### src/rtl/core/lcsi_pkg.sv
// Package for the lattice coordinate to site index block.
// Holds beat types, configuration bundle, register codes and the extent decode.
// No dependencies.
package lcsi_pkg;

  localparam int unsigned ExtW    = 12;
  localparam int unsigned PackW   = 48;
  localparam int unsigned MaxDims = 4;

  localparam logic [PackW-1:0] ExtReset = 48'h001001001001;

  typedef enum logic [2:0] {
    REG_RANK_EXT  = 3'd0,
    REG_LOCAL_EXT = 3'd1,
    REG_INNER_EXT = 3'd2,
    REG_OUTER_EXT = 3'd3,
    REG_CB_SHIFT  = 3'd4,
    REG_CB_DIR    = 3'd5,
    REG_OUTER_SZ  = 3'd6,
    REG_INNER_SZ  = 3'd7
  } reg_idx_e;

  typedef struct packed {
    logic [ExtW-1:0] coord_3;
    logic [ExtW-1:0] coord_2;
    logic [ExtW-1:0] coord_1;
    logic [ExtW-1:0] coord_0;
  } in_beat_t;

  typedef struct packed {
    logic [15:0] owner_rank;
    logic [23:0] site_index;
  } out_beat_t;

  typedef struct packed {
    logic [PackW-1:0] rank_extents;
    logic [PackW-1:0] local_extents;
    logic [PackW-1:0] inner_extents;
    logic [PackW-1:0] outer_extents;
    logic [10:0]      cb_shift;
    logic [1:0]       cb_direction;
    logic [24:0]      outer_sites;
    logic [12:0]      inner_sites;
  } cfg_t;

  // Pick one 12-bit extent field; a zero field counts as one.
  function automatic logic [ExtW-1:0] ext_of(logic [PackW-1:0] p, int unsigned dim);
    logic [ExtW-1:0] e;
    e = p[ExtW*dim +: ExtW];
    return (e == '0) ? ExtW'(1) : e;
  endfunction

endpackage

### src/rtl/core/lcsi_merge.sv
// Merging stage: lexicographic Horner sums over lanes, parity half and final index.
// Uses lcsi_pkg.
module lcsi_merge
  import lcsi_pkg::*;
#(
  parameter int unsigned ND = 4
) (
  input  logic            clk_i,
  input  logic            en_i,
  input  cfg_t            cfg_i,
  input  logic [ExtW-1:0] r1_i [ND],
  input  logic [ExtW-1:0] r2_i [ND],
  input  logic [ExtW-1:0] om_i [ND],
  input  logic            par_i,
  output logic [15:0]     owner_rank_o,
  output logic [23:0]     site_index_o
);

  logic [15:0]     ri_q [ND];
  logic [23:0]     ii_q [ND];
  logic [24:0]     oi_q [ND];
  logic            par_q [ND];
  logic [ExtW-1:0] d1_q [ND][ND];
  logic [ExtW-1:0] d2_q [ND][ND];
  logic [ExtW-1:0] d3_q [ND][ND];

  logic [24:0] sum;
  logic [23:0] half_q, ii_f_q, site_q;
  logic [15:0] ri_f_q, rank_q;

  // Load slowest digits and hold all digits for later steps
  always_ff @(posedge clk_i) begin
    if (en_i) begin
      ri_q[0]  <= 16'(r1_i[ND-1]);
      ii_q[0]  <= 24'(r2_i[ND-1]);
      oi_q[0]  <= 25'(om_i[ND-1]);
      par_q[0] <= par_i;
      d1_q[0]  <= r1_i;
      d2_q[0]  <= r2_i;
      d3_q[0]  <= om_i;
    end
  end

  // Advance one dimension per stage: acc = acc * extent + digit
  for (genvar s = 1; s < ND; s++) begin : g_horner
    localparam int unsigned K = ND - 1 - s;
    always_ff @(posedge clk_i) begin
      if (en_i) begin
        ri_q[s]  <= 16'(ri_q[s-1] * 16'(ext_of(cfg_i.rank_extents, K))
                        + 16'(d1_q[s-1][K]));
        ii_q[s]  <= 24'(ii_q[s-1] * 24'(ext_of(cfg_i.inner_extents, K))
                        + 24'(d2_q[s-1][K]));
        oi_q[s]  <= 25'(oi_q[s-1] * 25'(ext_of(cfg_i.outer_extents, K))
                        + 25'(d3_q[s-1][K]));
        par_q[s] <= par_q[s-1];
        d1_q[s]  <= d1_q[s-1];
        d2_q[s]  <= d2_q[s-1];
        d3_q[s]  <= d3_q[s-1];
      end
    end
  end

  // Odd sites go to the second half of the outer range
  assign sum = oi_q[ND-1] + (par_q[ND-1] ? cfg_i.outer_sites : 25'd0);

  always_ff @(posedge clk_i) begin
    if (en_i) begin
      half_q <= sum[24:1];
      ri_f_q <= ri_q[ND-1];
      ii_f_q <= ii_q[ND-1];
      site_q <= 24'(half_q * 24'(cfg_i.inner_sites) + ii_f_q);
      rank_q <= ri_f_q;
    end
  end

  assign owner_rank_o = rank_q;
  assign site_index_o = site_q;

endmodule

### config.mk
export PLATFORM = sky130hd
export DESIGN_NAME = lcsi_merge
export DESIGN_NICKNAME = d
export VERILOG_FILES = /design/src/rtl/core/lcsi_pkg.sv /design/src/rtl/core/lcsi_merge.sv
export SDC_FILE = /design/constraint.sdc
export NUM_CORES = 2
export LEC_CHECK = 0
export ABC_AREA = 1
export BUFFER_PORTS_ARGS = -buffer_cell sky130_fd_sc_hd__buf_2
export CORE_MARGIN = 5
export CORE_UTILIZATION = 57
export DETAILED_ROUTE_END_ITERATION = 10
export PLACE_DENSITY = 0.86
export SLEW_MARGIN = 25
export SYNTH_ARGS = -nofsm -noshare
export SYNTH_HDL_FRONTEND = slang
export SYNTH_SLANG_ARGS = --single-unit
### constraint.sdc
create_clock -name clk_i -period 17.5 [get_ports clk_i]
set_input_delay 2.625 -clock clk_i [delete_from_list [all_inputs] [get_ports clk_i]]
set_output_delay 2.625 -clock clk_i [all_outputs]
set_load 0.01 [all_outputs]
Word-level counts from Yosys, hierarchy flattened
Memory sizes are Yosys's and may differ from the RTL's. A register that Yosys moved wholly into a read port is not among the register bits.
Index checks and enable logic that the tools add are counted.
Widths: inputs -> output; s select.
{"block": "totals", "register_bits": 64, "latchBits": 0, "ramBits": 840, "rom_bits": 0, "input_bits": 390, "out_inout_bits": 40, "mem_count": 7}
{"block": "classes", "addsub": 11, "multipliers": 10, "div_mod_pow": 0, "magnitude_cmp": 0, "eq_ne": 0, "shifts": 0, "muxes": 12, "bitwise": 0, "n_reduce_logical": 9}
{"name": "d1_q", "depth": 4, "width": 48, "rd": 3, "rd_clocked_by_memory_dff": 0, "wr": 4, "line": "lcsi_merge.sv:23", "source": "logic [ExtW-1:0] d1_q [ND][ND];"}
{"name": "d2_q", "depth": 4, "width": 48, "rd": 3, "rd_clocked_by_memory_dff": 0, "wr": 4, "line": "lcsi_merge.sv:24", "source": "logic [ExtW-1:0] d2_q [ND][ND];"}
{"name": "d3_q", "depth": 4, "width": 48, "rd": 3, "rd_clocked_by_memory_dff": 0, "wr": 4, "line": "lcsi_merge.sv:25", "source": "logic [ExtW-1:0] d3_q [ND][ND];"}
{"name": "oi_q", "depth": 4, "width": 25, "rd": 4, "rd_clocked_by_memory_dff": 0, "wr": 4, "line": "lcsi_merge.sv:21", "source": "logic [24:0] oi_q [ND];"}
{"name": "ii_q", "depth": 4, "width": 24, "rd": 4, "rd_clocked_by_memory_dff": 1, "wr": 4, "line": "lcsi_merge.sv:20", "source": "logic [23:0] ii_q [ND];"}
{"name": "ri_q", "depth": 4, "width": 16, "rd": 4, "rd_clocked_by_memory_dff": 1, "wr": 4, "line": "lcsi_merge.sv:19", "source": "logic [15:0] ri_q [ND];"}
{"name": "+1 memories"}
{"op": "$logic_not 12->1", "count": 9}
{"op": "$mux 12", "count": 9}
{"op": "$add 25x12->25", "count": 3}
{"op": "$mul 25x12->25", "count": 3}
{"op": "$add 24x12->24", "count": 3}
{"op": "$mul 24x12->24", "count": 3}
{"op": "$add 16x12->16", "count": 3}
{"op": "$mul 16x12->16", "count": 3}
{"op": "$add 25x25->25", "count": 1}
{"op": "$mux 25", "count": 1}
{"op": "$add 24x24->24", "count": 1}
{"op": "$mul 24x13->24", "count": 1}
{"op": "$mux 1", "count": 2}

Depth between registers and ports, before layout
{"block": "depth", "depth_word": 4, "ltp_mapped": 31, "depth_no_buf": 29}

Least setup slack after synthesis
No wires, ideal clock.
{"block": "synth_path", "path_type": "input -> register", "start": "in cfg_i[4] (netlist bit)", "end": "reg site_q[20] (netlist: site_index_o[20]) (data pin)", "setup_time_ns": 0.259, "t_arrival_ns": 7.543, "setup_slack_ns": 9.698, "cell_stages": 21, "n_path_buf": 2, "path_cell_list": "clkbuf_1 -> buf_1 -> nand2_1 -> fa_1 -> inv_1 -> fa_1 -> fa_1 -> inv_1 -> fa_1 -> inv_1 -> fa_1 -> fa_1 -> ha_1 -> a21oi_1 -> o21ai_0 -> o21bai_1 -> a21oi_1 -> o21bai_1 -> nand3_1 -> nand2_1 -> xor2_1"}
{"block": "synth_via", "elab_chain_cells": 2}
{"item": "from (decl)", "line": "lcsi_merge.sv:10", "source": "input cfg_t cfg_i,"}
{"item": "$mul 24x13->24", "line": "lcsi_merge.sv:71", "source": "site_q <= 24'(half_q * 24'(cfg_i.inner_sites) + ii_f_q);"}
{"item": "$add 24x24->24", "line": "lcsi_merge.sv:71"}
{"item": "to (signal assigned)", "line": "lcsi_merge.sv:71"}
{"item": "to (decl)", "line": "lcsi_merge.sv:28", "source": "logic [23:0] half_q, ii_f_q, site_q;"}
Every way passes these cells.
A chain may end at the register's enable or synchronous reset.

==> key figures <==
Status
  – Status: finished clean

Synth
  – Syn Nets: 11,329
  – Synth warn: 0
  – Avg Inst Size Synth: 8.727 um2
  – Seq cells post-synth: 555
  – Cell area after synthesis: 78,510 um2
  – Asr flop ratio synth: 0%
  – Post-Syn Instances: 8,996
  – Number of flops mapped to enable cells by yosys: 555
  – Fraction of the yosys area taken by sequential cells: 21.23%
  – Netlist cell types: 53
  – Top_reg_cell synth: edfxtp_1

Placement
  – Quantity of I/O buffers inserted on ports: 332
  – Hpwl dp: 148,500 um
  – GP Congestion: 0.9346

Detailed routing
  – Remaining DRCs: 0
  – Initial DRC count: 4,220
  – Vias per cell: 5.246
  – Via count: 57,408
  – Post-Route WL: 184,100 um
  – DRT Pass-1 Iters: 6
  – Post-route ant nets: 0
  – Post-DR wirelength/cell: 16.82 um

Clocking
  – CTS Buf Count: 68
  – Clock transition at the registers of the reported paths: 0.06 ns
  – Root Driver: clkbuf_16
  – Deepest level of the CTS H-tree: 3
  – Hold-fix buffers at CTS: 0
  – Post_cts resized: 0
  – CTS tree: built
  – Sinks on Clock Net: 555
  – Clock Path Buffers: 3
  – Setup Fix Bufs, Post-CTS: 0
  – Clk_lat worst skew: 0.68 ns

Timing
  – RSZ-0062 raised after global routing: false
  – Final Hold Fails: 0
  – Fin Setup TNS: 0 ns
  – Minimum clock period: 8.512 ns
  – Period utilisation layout: 48.64%
  – Fmax: 117.5 MHz
  – Final Skew: 0.03196 ns
  – Slew Viols, Final: 0
  – Worst Tran Pin Value: 0.9616 ns
  – Final Setup Violations: 0
  – Relative slew margins: 35.89%

Setup path
  – CP Data Required Time: 17.91 ns
  – CP startpoint kind: input port
  – CP Class: in -> reg
  – Kind of end point of the critical path: flip-flop
  – CP Data Arrival Time: 8.92 ns
  – CP max FO: 22

Final layout
  – Fraction of final layout cells sized beyond drive strength 1: 5.086%
  – Area Growth Syn to Fin: 6.240%
  – Commonest non-fill, non-tap cell in the layout: inv_1
  – Layout Nets: 11,425
  – Most frequent cells in the layout: 2,766 x inv_1, 2,249 x nand2_1, 1,371 x fa_1, 572 x ha_1, 555 x edfxtp_1

Die
  – Die Ht: 381.1 um
  – Die Wd: 381.1 um
  – Starting density of the core: 57.24%
  – Core area: 137,200 um2
  – IO Count: 430
  – FP Rows: 136
  – Die area: 145,300 um2

GRT
  – Number of global-route vias before repair: 62,456
  – Grt total ovfl: 0
  – GRT Resource Usage Total: 25.86%
  – Initial antenna violation count: 19
  – First-pass GRT wire length: 303,800 um
  – Pin count of the biggest net entering global routing: 165

Worst hold path
  – Worst min path class: reg -> reg

Job
  – Max-Cap Viols: 0
[flip-flops by register name (all words and copies together) (netlist names)]
register      cells
half_q           24
d2_q             84
ii_f_q           24
d3_q             84
oi_q             75
ri_f_q           16
d1_q             84
par_q             4
ri_q             48
site_index_o     24
ii_q             72
owner_rank_o     16
[stage by stage]
stage / hold slack, ns / setup WS [ns] / cells / area [um2] / utilization (%)
2_1_floorplan: 0.4003 / 9.698 / 8996 / 78510 / -
3_3_place_gp: 0.4003 / 8.474 / 10816 / 81210 / 59.21
3_5_place_dp: 0.4045 / 8.345 / 10816 / 81210 / 59.21
4_1_cts: 0.4047 / 9.066 / 10937 / 83390 / 60.80
5_1_grt: 0.4086 / 8.635 / 10939 / 83390 / 60.80
6_report: 0.4135 / 8.988 / 10944 / 83410 / 60.81
[layer usage]
layer,vias up,share of wire (%),global-route usage [%]
met5,-,0.046,0
li1,26118,-,-
met1,27981,37,31.71
met3,645,9.6,5.532
met2,2652,48,44.19
met4,12,4.6,11.59
[Yosys cell counts (all sizes together) (3+ instances only)]
| cell type | instances | area share (%) |
|---|---|---|
| a211oi | 3 | 0.029 |
| a21boi | 5 | 0.048 |
| a21o | 16 | 0.15 |
| a21oi | 220 | 1.4 |
| a221oi | 4 | 0.045 |
| a31oi | 11 | 0.088 |
| and3 | 5 | 0.040 |
| buf | 64 | 0.43 |
| clkbuf | 248 | 1.2 |
| edfxtp | 555 | 21 |
| fa | 1371 | 35 |
| ha | 572 | 9.1 |
| inv | 2768 | 13 |
| nand2 | 2254 | 11 |
| nand3 | 124 | 0.80 |
| nand3b | 8 | 0.077 |
| nand4 | 23 | 0.18 |
| nor2 | 219 | 1.0 |
| nor3 | 31 | 0.20 |
| nor4 | 20 | 0.16 |
| o211ai | 14 | 0.13 |
| o21a | 3 | 0.029 |
| o21ai | 116 | 0.75 |
| o21bai | 15 | 0.14 |
| o31ai | 5 | 0.048 |
| or2 | 4 | 0.032 |
| xnor2 | 113 | 1.3 |
| xor2 | 192 | 2.2 |
[kinds of logic (layout without fill, tap and decap cells)]
logic type / after synthesis / after routing / share of synthesized area (%)
flops: 555 / 555 / 21.23
simple gates: 2692 / 2692 / 13.37
fa+ha+maj: 1943 / 1943 / 44.08
compound gates: 418 / 418 / 2.945
other cells: 0 / 7 / 0
buf+inv: 3082 / 3229 / 14.87
xor+xnor: 306 / 306 / 3.517
[layout make-up]
class	count	area (um2)
antenna	7	17.52
clock buffer	80	1810
clock inverter	41	370.4
fill	10984	53750
inverter	2770	10400
multi-input combinational	5359	50170
sequential	555	16670
tap	1794	2245
timing repair buffer	338	1729
[critical path, cell delays in order]
cell and delay, ns:
buf_2 0.47, nor2_1 0.11, nand2_1 0.08, nor3_1 0.04, nand3_1 0.11, nand2_1 0.36, inv_1 0.62, nor2_1 0.14
fa_1 0.56, inv_1 0.05, fa_1 0.47, inv_1 0.06, fa_1 0.50, fa_1 0.54, inv_1 0.05, fa_1 0.51
inv_1 0.05, ha_1 0.40, nand2_1 0.08, nor2_1 0.20, inv_1 0.06, nor3_1 0.23, a21oi_1 0.15, o21ai_1 0.22
a21oi_1 0.11, xnor2_1 0.13
[worst paths after layout]
| path | startpoint | end | slack, ns | cells past startpoint |
|---|---|---|---|---|
| hold reg to reg | ii_q[3][16]$_DFFE_PP_ | ii_f_q[16]$_DFFE_PP_ | 0.41 | 0 |
| setup / recovery | cfg_i[55] | oi_q[3][20]$_DFFE_PP_ | 8.99 | 26 |
| hold / removal | ii_q[3][16]$_DFFE_PP_ | ii_f_q[16]$_DFFE_PP_ | 0.41 | 0 |
| setup reg to reg | half_q[6]$_DFFE_PP_ | site_index_o[20]$_DFFE_PP_ | 11.63 | 19 |
Power is left out: the tool's default activity adds up to more than one toggle a clock period on the data nets, which glitch-free logic cannot reach.
