## config.mk

```make
export PLATFORM = sky130hd
export DESIGN_NAME = lcsi_lane
export DESIGN_NICKNAME = d
export VERILOG_FILES = /design/src/rtl/core/lcsi_pkg.sv /design/src/rtl/core/lcsi_div.sv /design/src/rtl/core/lcsi_lane.sv
export SDC_FILE = /design/constraint.sdc
export NUM_CORES = 2
export LEC_CHECK = 0
export BUFFER_PORTS_ARGS = -buffer_cell sky130_fd_sc_hd__buf_2
export CORE_MARGIN = 2
export CORE_UTILIZATION = 41
export DETAILED_ROUTE_END_ITERATION = 16
export GPL_TIMING_DRIVEN = 1
export SYNTH_ARGS = -nofsm -noshare
export SYNTH_HDL_FRONTEND = slang
export SYNTH_SLANG_ARGS = --single-unit
```

## constraint.sdc

```tcl
create_clock -name clk_i -period 4.4 [get_ports clk_i]
set_input_delay 0.22 -clock clk_i [delete_from_list [all_inputs] [get_ports clk_i]]
set_output_delay 0.22 -clock clk_i [all_outputs]
set_load 0.01 [all_outputs]
```

## src/rtl/core/lcsi_pkg.sv

```systemverilog
// Package for the lattice coordinate to site index block.
// Holds beat types, configuration bundle, register codes and the extent decode.
// No dependencies.
package lcsi_pkg;

  localparam int unsigned ExtW    = 12;
  localparam int unsigned PackW   = 48;
  localparam int unsigned MaxDims = 4;

  localparam logic [PackW-1:0] ExtReset = 48'h001001001001;

  typedef enum logic [2:0] {
    REG_RANK_EXT  = 3'd0,
    REG_LOCAL_EXT = 3'd1,
    REG_INNER_EXT = 3'd2,
    REG_OUTER_EXT = 3'd3,
    REG_CB_SHIFT  = 3'd4,
    REG_CB_DIR    = 3'd5,
    REG_OUTER_SZ  = 3'd6,
    REG_INNER_SZ  = 3'd7
  } reg_idx_e;

  typedef struct packed {
    logic [ExtW-1:0] coord_3;
    logic [ExtW-1:0] coord_2;
    logic [ExtW-1:0] coord_1;
    logic [ExtW-1:0] coord_0;
  } in_beat_t;

  typedef struct packed {
    logic [15:0] owner_rank;
    logic [23:0] site_index;
  } out_beat_t;

  typedef struct packed {
    logic [PackW-1:0] rank_extents;
    logic [PackW-1:0] local_extents;
    logic [PackW-1:0] inner_extents;
    logic [PackW-1:0] outer_extents;
    logic [10:0]      cb_shift;
    logic [1:0]       cb_direction;
    logic [24:0]      outer_sites;
    logic [12:0]      inner_sites;
  } cfg_t;

  // Pick one 12-bit extent field; a zero field counts as one.
  function automatic logic [ExtW-1:0] ext_of(logic [PackW-1:0] p, int unsigned dim);
    logic [ExtW-1:0] e;
    e = p[ExtW*dim +: ExtW];
    return (e == '0) ? ExtW'(1) : e;
  endfunction

endpackage

```

## src/rtl/core/lcsi_div.sv

```systemverilog
// Pipelined restoring divider, one quotient bit per stage, with payload delay.
// Divisor must be held static by the user while beats are in flight; not enforced here. Uses lcsi_pkg.
module lcsi_div
  import lcsi_pkg::*;
#(
  parameter int unsigned W  = 12,
  parameter int unsigned PW = 1
) (
  input  logic            clk_i,
  input  logic            en_i,
  input  logic [W-1:0]    dividend_i,
  input  logic [ExtW-1:0] divisor_i,
  input  logic [PW-1:0]   pay_i,
  output logic [W-1:0]    quot_o,
  output logic [ExtW-1:0] rem_o,
  output logic [PW-1:0]   pay_o
);

  logic [ExtW-1:0] r_q [W];
  logic [W-1:0]    n_q [W];
  logic [PW-1:0]   p_q [W];

  for (genvar s = 0; s < W; s++) begin : g_st
    logic [ExtW-1:0] r_in;
    logic [W-1:0]    n_in;
    logic [PW-1:0]   p_in;
    logic [ExtW:0]   t;
    logic [ExtW:0]   diff;
    logic            ge;

    if (s == 0) begin : g_first
      assign r_in = '0;
      assign n_in = dividend_i;
      assign p_in = pay_i;
    end else begin : g_next
      assign r_in = r_q[s-1];
      assign n_in = n_q[s-1];
      assign p_in = p_q[s-1];
    end

    // Shift in next dividend bit, subtract when it fits
    assign t    = {r_in, n_in[W-1]};
    assign diff = t - {1'b0, divisor_i};
    assign ge   = (t >= {1'b0, divisor_i});

    always_ff @(posedge clk_i) begin
      if (en_i) begin
        r_q[s] <= ge ? diff[ExtW-1:0] : t[ExtW-1:0];
        n_q[s] <= {n_in[W-2:0], ge};
        p_q[s] <= p_in;
      end
    end
  end

  assign quot_o = n_q[W-1];
  assign rem_o  = r_q[W-1];
  assign pay_o  = p_q[W-1];

endmodule

```

## src/rtl/core/lcsi_lane.sv

```systemverilog
// One dimension lane: block quotients, digit remainders, and the outer remainder.
// Built from lcsi_div instances. Uses lcsi_pkg.
module lcsi_lane
  import lcsi_pkg::*;
(
  input  logic            clk_i,
  input  logic            en_i,
  input  logic [ExtW-1:0] x_i,
  input  logic [ExtW-1:0] rk_i,
  input  logic [ExtW-1:0] lo_i,
  input  logic [ExtW-1:0] inn_i,
  input  logic [ExtW-1:0] ou_i,
  output logic [ExtW-1:0] x_o,
  output logic [ExtW-1:0] r2_o,
  input  logic [ExtW:0]   c_i,
  input  logic            par_i,
  output logic [ExtW-1:0] om_o,
  output logic [ExtW-1:0] r1_o,
  output logic [ExtW-1:0] r2d_o,
  output logic            par_o
);

  logic [ExtW-1:0] q1, q2, xa, r1, r2;

  // Divide coordinate by local and outer extents
  lcsi_div #(.W(ExtW), .PW(ExtW)) u_div_lo (
    .clk_i, .en_i, .dividend_i(x_i), .divisor_i(lo_i), .pay_i(x_i),
    .quot_o(q1), .rem_o(), .pay_o(xa)
  );
  lcsi_div #(.W(ExtW), .PW(1)) u_div_ou (
    .clk_i, .en_i, .dividend_i(x_i), .divisor_i(ou_i), .pay_i(1'b0),
    .quot_o(q2), .rem_o(), .pay_o()
  );

  // Reduce quotients modulo rank and inner extents
  lcsi_div #(.W(ExtW), .PW(ExtW)) u_mod_rk (
    .clk_i, .en_i, .dividend_i(q1), .divisor_i(rk_i), .pay_i(xa),
    .quot_o(), .rem_o(r1), .pay_o(x_o)
  );
  lcsi_div #(.W(ExtW), .PW(1)) u_mod_in (
    .clk_i, .en_i, .dividend_i(q2), .divisor_i(inn_i), .pay_i(1'b0),
    .quot_o(), .rem_o(r2), .pay_o()
  );

  assign r2_o = r2;

  // Shifted coordinate modulo outer extent, carry digits alongside
  lcsi_div #(.W(ExtW+1), .PW(2*ExtW+1)) u_mod_ou (
    .clk_i, .en_i, .dividend_i(c_i), .divisor_i(ou_i), .pay_i({par_i, r1, r2}),
    .quot_o(), .rem_o(om_o), .pay_o({par_o, r1_o, r2d_o})
  );

endmodule

```

; Yosys cells after proc, flatten, opt, wreduce, memory -nomap -nowiden
; Memories as Yosys holds them, arrays and structs flattened.
; Cells that the tools add are included.
[op_classes]
n_addsub = 61
magnitude_cmp = 61
n_mux = 63
[ops]
columns = cell, n
row1 = 12-bit two-way mux, 61
row2 = 13-bit by 12-bit greater-or-equal comparator with 1-bit output, 56
row3 = 12-bit subtractor, 56
row4 = 1-bit by 12-bit greater-or-equal comparator with 1-bit output, 5
row5 = 1-bit by 12-bit subtractor with 12-bit output, 5
row6 = 1-bit two-way mux, 2
[totals]
n_memories = 13
word_cells = 198
out_inout_bits = 61
mem_bits_rw = 2090
inputBits = 76
reg_bits = 0
[memory_table]
columns = memory, depth, width, read_ports, rd_ports_with_merged_regs, wr, line_no
row1 = u_mod_ou.p_q, 13, 25, 13, 0, 13, lcsi_div.sv:21  ; logic [PW-1:0] p_q [W];
row2 = u_mod_ou.n_q, 13, 13, 12, 0, 13, lcsi_div.sv:20  ; logic [W-1:0] n_q [W];
row3 = u_mod_ou.r_q, 13, 12, 13, 0, 13, lcsi_div.sv:19  ; logic [ExtW-1:0] r_q [W];
row4 = u_div_lo.n_q, 12, 12, 12, 0, 12, lcsi_div.sv:20
row5 = u_div_lo.p_q, 12, 12, 12, 0, 12, lcsi_div.sv:21
row6 = u_div_lo.r_q, 12, 12, 11, 0, 12, lcsi_div.sv:19
row7 = 7 more memories, n/a, n/a, n/a, n/a, n/a, n/a

; Logic depth before layout (Yosys ltp)
; An unclocked memory read counts as a cell.
[depth]
depth_word = 3
depth_mapped = 11

; Modules after synthesis
; A second synthesis with hierarchy kept.
[hier_totals]
cells_unflattened = 7224
area_unflattened_um2 = 102114.2
[by_module_without_submodules]
columns = mod, n_inst, cells_each, area_per_inst_um2, seq_area_each_um2
row1 = lcsi_div (u_div_ou ...), 2, 1304, 16589.7, 9008.6
row2 = lcsi_div (u_mod_ou), 1, 1744, 27819.2, 19518.7
row3 = lcsi_div (u_mod_rk), 1, 1435, 20558.5, 12972.4
row4 = lcsi_div (u_div_lo), 1, 1436, 20553.5, 12972.4
row5 = lcsi_lane, 1, 1, 3.8, 0.0

; Worst setup path before layout
; OpenSTA, ideal clock, no wires.
[synth_path]
path_type = in2reg
start = in ou_i[1]
end = mem u_mod_ou.r_q[16][10] (netlist: u_mod_ou.r_q[4][10]), data pin
slack_ns = 0.214
cell_stages = 10
t_required_ns = 4.140
setup_ns = 0.260
arrival_time_ns = 3.926
cell_sequence = clkinv_1 > ha_1 > nor2b_1 > o31a_1 > or4_4 > a221o_2 > a41oi_2 > o221ai_2 > buf_6 > mux2_4
[synth_lines]
columns = item, line_no
row1 = from (decl), lcsi_lane.sv:12  ; input logic [ExtW-1:0] ou_i,
row2 = to (decl), lcsi_div.sv:19

==> results.txt <==
vias per cell: 5.38
insertion delay of the later-clocked pin in the worst-skew pair: 850 ps
worst voltage drop across the vdd grid: 0.533 mV
RSZ-0062 raised after global routing: false
total track usage: 16.7%
Data arrival, critical path: 3880 ps
CTS tree: yes
number of placement rows: 169
Final Hold Viols: 0
Async SR Flop Fraction: 0%
total non-filler cell area in the finished layout: 99200 µm²
worst setup path category: reg2reg
leak pwr: 0.0382 µW
overflow left after global routing: 0
power dissipated by switching net loads: 20600 µW
starting density of the core: 41.2%
count of filler cells inserted in the layout: 18500
Slew @ Worst Pin: 954 ps
Int Pwr: 43300 µW
nature of the critical path endpoint: register
combinational group share of total power: 36.5%
clock network fraction of design power: 25.1%
tightest slew margin relative to the limit: 36.3%
Crit path required time: 4960 ps
post-placement cell area: 92300 µm²
full die area: 216000 µm²
max capacitance violation total: 0
number of nets in the layout: 7784
count of synthesis-stage warnings from yosys: 0
maximum net fanout on the critical path: 12
run status: finished clean
post-DR wirelength/cell: 18.3 µm
clock slew at the register clock pins of the worst setup and hold paths: 60 ps
number of global-route vias before repair: 53700
Pre-Repair DR Iteration Count: 6
layout cells sized above 1: 14.7%
Seq pwr share: 38.5%
maximum number of pins on one net before global-route repair: 149
Sequential cell area: 50700 µm²
Routed Antenna Nets: 0
post-synthesis cell count: 6542
number of top-level pins: 137
top flip-flop cell by instance count after synthesis: sky130_fd_sc_hd__edfxtp_1
die width: 465 µm
post-synthesis net count: 7354
number of enable-type register cells in the synthesized netlist: 1687
met1 capacity usage during global routing: 22.9%
switching portion of total power: 32.2%
final-report max-slew violation count: 0
Root Driver: sky130_fd_sc_hd__clkbuf_16
sequential area share after synthesis: 58.1%
wire length of the first global-routing pass: 290000 µm
met3 Track Usage GR: 2.83%
height of the die: 465 µm
area overhead of the layout relative to synthesis: 13.7%
post-detailed-routing wire length: 182000 µm
netlist area before placement: 87200 µm²
htree depth: 4
busiest grt layer: met2
RePlAce Congestion: 0.859
number of antenna violations at the first check in global routing: 3
WHS: 90.7 ps
Hold Path Class: in2reg
Detailed Route Iter0 Violations: 3716
kind of launch point of the worst setup path: register
synth unique cells: 70
post-route fraction of the period consumed by the critical path: 75.5%
detailed-route DRC error count: 0
#FFs+latches synth: 1687
Min Clock Period, post-route: 3320 ps
portion of synthesized cell area occupied by the leading cell type: 58.1%
setup TNS: 0 ps
TritonCTS Buffers: 188
mean cell area of the mapped netlist: 13.3 µm²
multi-input combinational cell area: 35300 µm²
top cells by area, synth: sky130_fd_sc_hd__edfxtp_1 (58%), sky130_fd_sc_hd__ha_1 (9.8%), sky130_fd_sc_hd__mux2_2 (5.5%)
clock sink count: 1687
GR Util met2: 26.8%
setup repair bufs after CTS: 0
clock buffer depth: 3
core area: 212000 µm²
top achievable clock speed: 301 MHz
Detail Placement HPWL: 123000 µm
total of buffers placed on input and output ports: 136
leading area contributor after synthesis: sky130_fd_sc_hd__edfxtp_1
count of vias placed by the detailed router: 53500
total power divided by cell area: 644 nW/µm²
Total Power: 63900 µW
final-report setup violation count: 0
clock tree skew after final layout: 49.8 ps
worst max-delay path, stage by stage (launching register included):
cell and delay, ps:
sky130_fd_sc_hd__edfxtp_1 430, sky130_fd_sc_hd__ha_1 320, sky130_fd_sc_hd__nor2b_1 150, sky130_fd_sc_hd__o31a_1 290
sky130_fd_sc_hd__or4_4 500, sky130_fd_sc_hd__a221o_2 400, sky130_fd_sc_hd__a41oi_2 180, sky130_fd_sc_hd__o221ai_2 380
sky130_fd_sc_hd__mux2_4 420
power by group through the flow:
stage	Combinational, µW	Sequential, µW	Clock [µW]
4_1_cts	23300	24600	16600
3_5_place_dp	23000	24900	0
3_3_place_gp	22500	24900	0
2_1_floorplan	18200	24000	0
6_report	23300	24600	16000
5_1_grt	26100	24900	17100
kinds of logic (layout without fill, tap and decap cells):
logic type	Yosys count	in the layout	share of synthesized area, %
compound gates	1541	1541	11.0
xor+xnor	451	451	4.53
mux	513	513	6.55
simple gates	1274	1274	7.33
buf+inv	340	927	1.48
fa+ha+maj	736	736	11.0
flops	1687	1687	58.1
other cells	0	3	0
cell type report:
| cell class | count | area share [%] |
|---|---|---|
| antenna | 3 | 0.00757 |
| clock buffer | 210 | 4.85 |
| clock inverter | 137 | 1.58 |
| inverter | 261 | 0.988 |
| multi-input combinational | 4515 | 35.6 |
| sequential | 1687 | 51.1 |
| tap | 2821 | 3.56 |
| timing repair buffer | 319 | 2.37 |
flip-flops by register name, summed over array words and instances, names as in the netlist, 80 cells and up:
name / cells
u_mod_ou.p_q: 325
u_mod_rk.p_q: 144
u_mod_ou.r_q: 156
u_div_lo.r_q: 132
u_div_ou.r_q: 132
u_mod_in.r_q: 144
u_div_lo.p_q: 80
u_div_lo.n_q: 142
u_mod_rk.r_q: 144
path summary, 6_finish.rpt:
path | start | endpoint | slack [ps] | depth (start not counted)
worst max-delay path | u_mod_ou.r_q[3][0] | u_mod_ou.r_q[4][3] | 1080 | 8
worst min-delay path | x_i[8] | u_div_lo.n_q[0][9] | 90 | 2
worst max register to register | u_mod_ou.r_q[3][0] | u_mod_ou.r_q[4][3] | 1080 | 8
worst min register to register | u_mod_ou.p_q[3][24] | u_mod_ou.p_q[3][49] | 380 | 0
per-stage QoR:
stage / util (%) / worst slack (ps) / cells
finish: 46.9 / 1080 / 9953
global route: 46.9 / 923 / 9951
CTS: 46.9 / 1070 / 9950
detailed placement: 43.6 / 797 / 9550
global placement: 43.6 / 853 / 9550
floorplan: - / 214 / 6542
timing repair:
item	4_1_cts	5_1_grt
endpoints found under the setup margin	0	0
hold buffers	53	0
hold endpoints to repair	127	0
gates resized for setup	0	0
metal layers:
| layer | vias to the layer above | share of wire [%] |
|---|---|---|
| met5 | - | 0 |
| met4 | 0 | 3.0 |
| met3 | 345 | 4.4 |
| met2 | 1091 | 46 |
| met1 | 26000 | 47 |
| li1 | 26100 | - |
placed cells by master (no fill, tap or decap), types with 85 or more instances in the layout:
cell type,n
sky130_fd_sc_hd__buf_2,135
sky130_fd_sc_hd__buf_4,118
sky130_fd_sc_hd__nand3_1,122
sky130_fd_sc_hd__ha_1,682
sky130_fd_sc_hd__nor3_1,94
sky130_fd_sc_hd__xnor2_1,247
sky130_fd_sc_hd__nand2_1,209
sky130_fd_sc_hd__edfxtp_1,1687
sky130_fd_sc_hd__inv_1,260
sky130_fd_sc_hd__a21o_1,213
sky130_fd_sc_hd__a21oi_1,515
sky130_fd_sc_hd__and3_1,85
sky130_fd_sc_hd__nor2_1,348
sky130_fd_sc_hd__clkbuf_16,189
sky130_fd_sc_hd__xor2_1,204
sky130_fd_sc_hd__mux2_2,426
sky130_fd_sc_hd__nand2b_1,165
sky130_fd_sc_hd__o21ai_0,316
sky130_fd_sc_hd__a211oi_1,91
cell usage after synthesis, types with 36 or more instances:
cell type / n
sky130_fd_sc_hd__edfxtp_1: 1687
sky130_fd_sc_hd__nor2b_1: 65
sky130_fd_sc_hd__nor4_1: 37
sky130_fd_sc_hd__o21ai_0: 321
sky130_fd_sc_hd__a211oi_1: 91
sky130_fd_sc_hd__o21bai_1: 51
sky130_fd_sc_hd__mux2_2: 426
sky130_fd_sc_hd__mux2i_1: 78
sky130_fd_sc_hd__nand3_1: 122
sky130_fd_sc_hd__ha_1: 682
sky130_fd_sc_hd__clkbuf_1: 67
sky130_fd_sc_hd__xnor2_1: 247
sky130_fd_sc_hd__nor3_1: 94
sky130_fd_sc_hd__inv_1: 260
sky130_fd_sc_hd__nor2_1: 348
sky130_fd_sc_hd__fa_1: 54
sky130_fd_sc_hd__a21o_1: 213
sky130_fd_sc_hd__a31oi_1: 71
sky130_fd_sc_hd__o21a_1: 36
sky130_fd_sc_hd__xor2_1: 204
sky130_fd_sc_hd__a21oi_1: 515
sky130_fd_sc_hd__and3_1: 85
sky130_fd_sc_hd__nand2_1: 209
sky130_fd_sc_hd__nand2b_1: 165
sky130_fd_sc_hd__o211ai_1: 43
(Power assumes the default switching activity.)
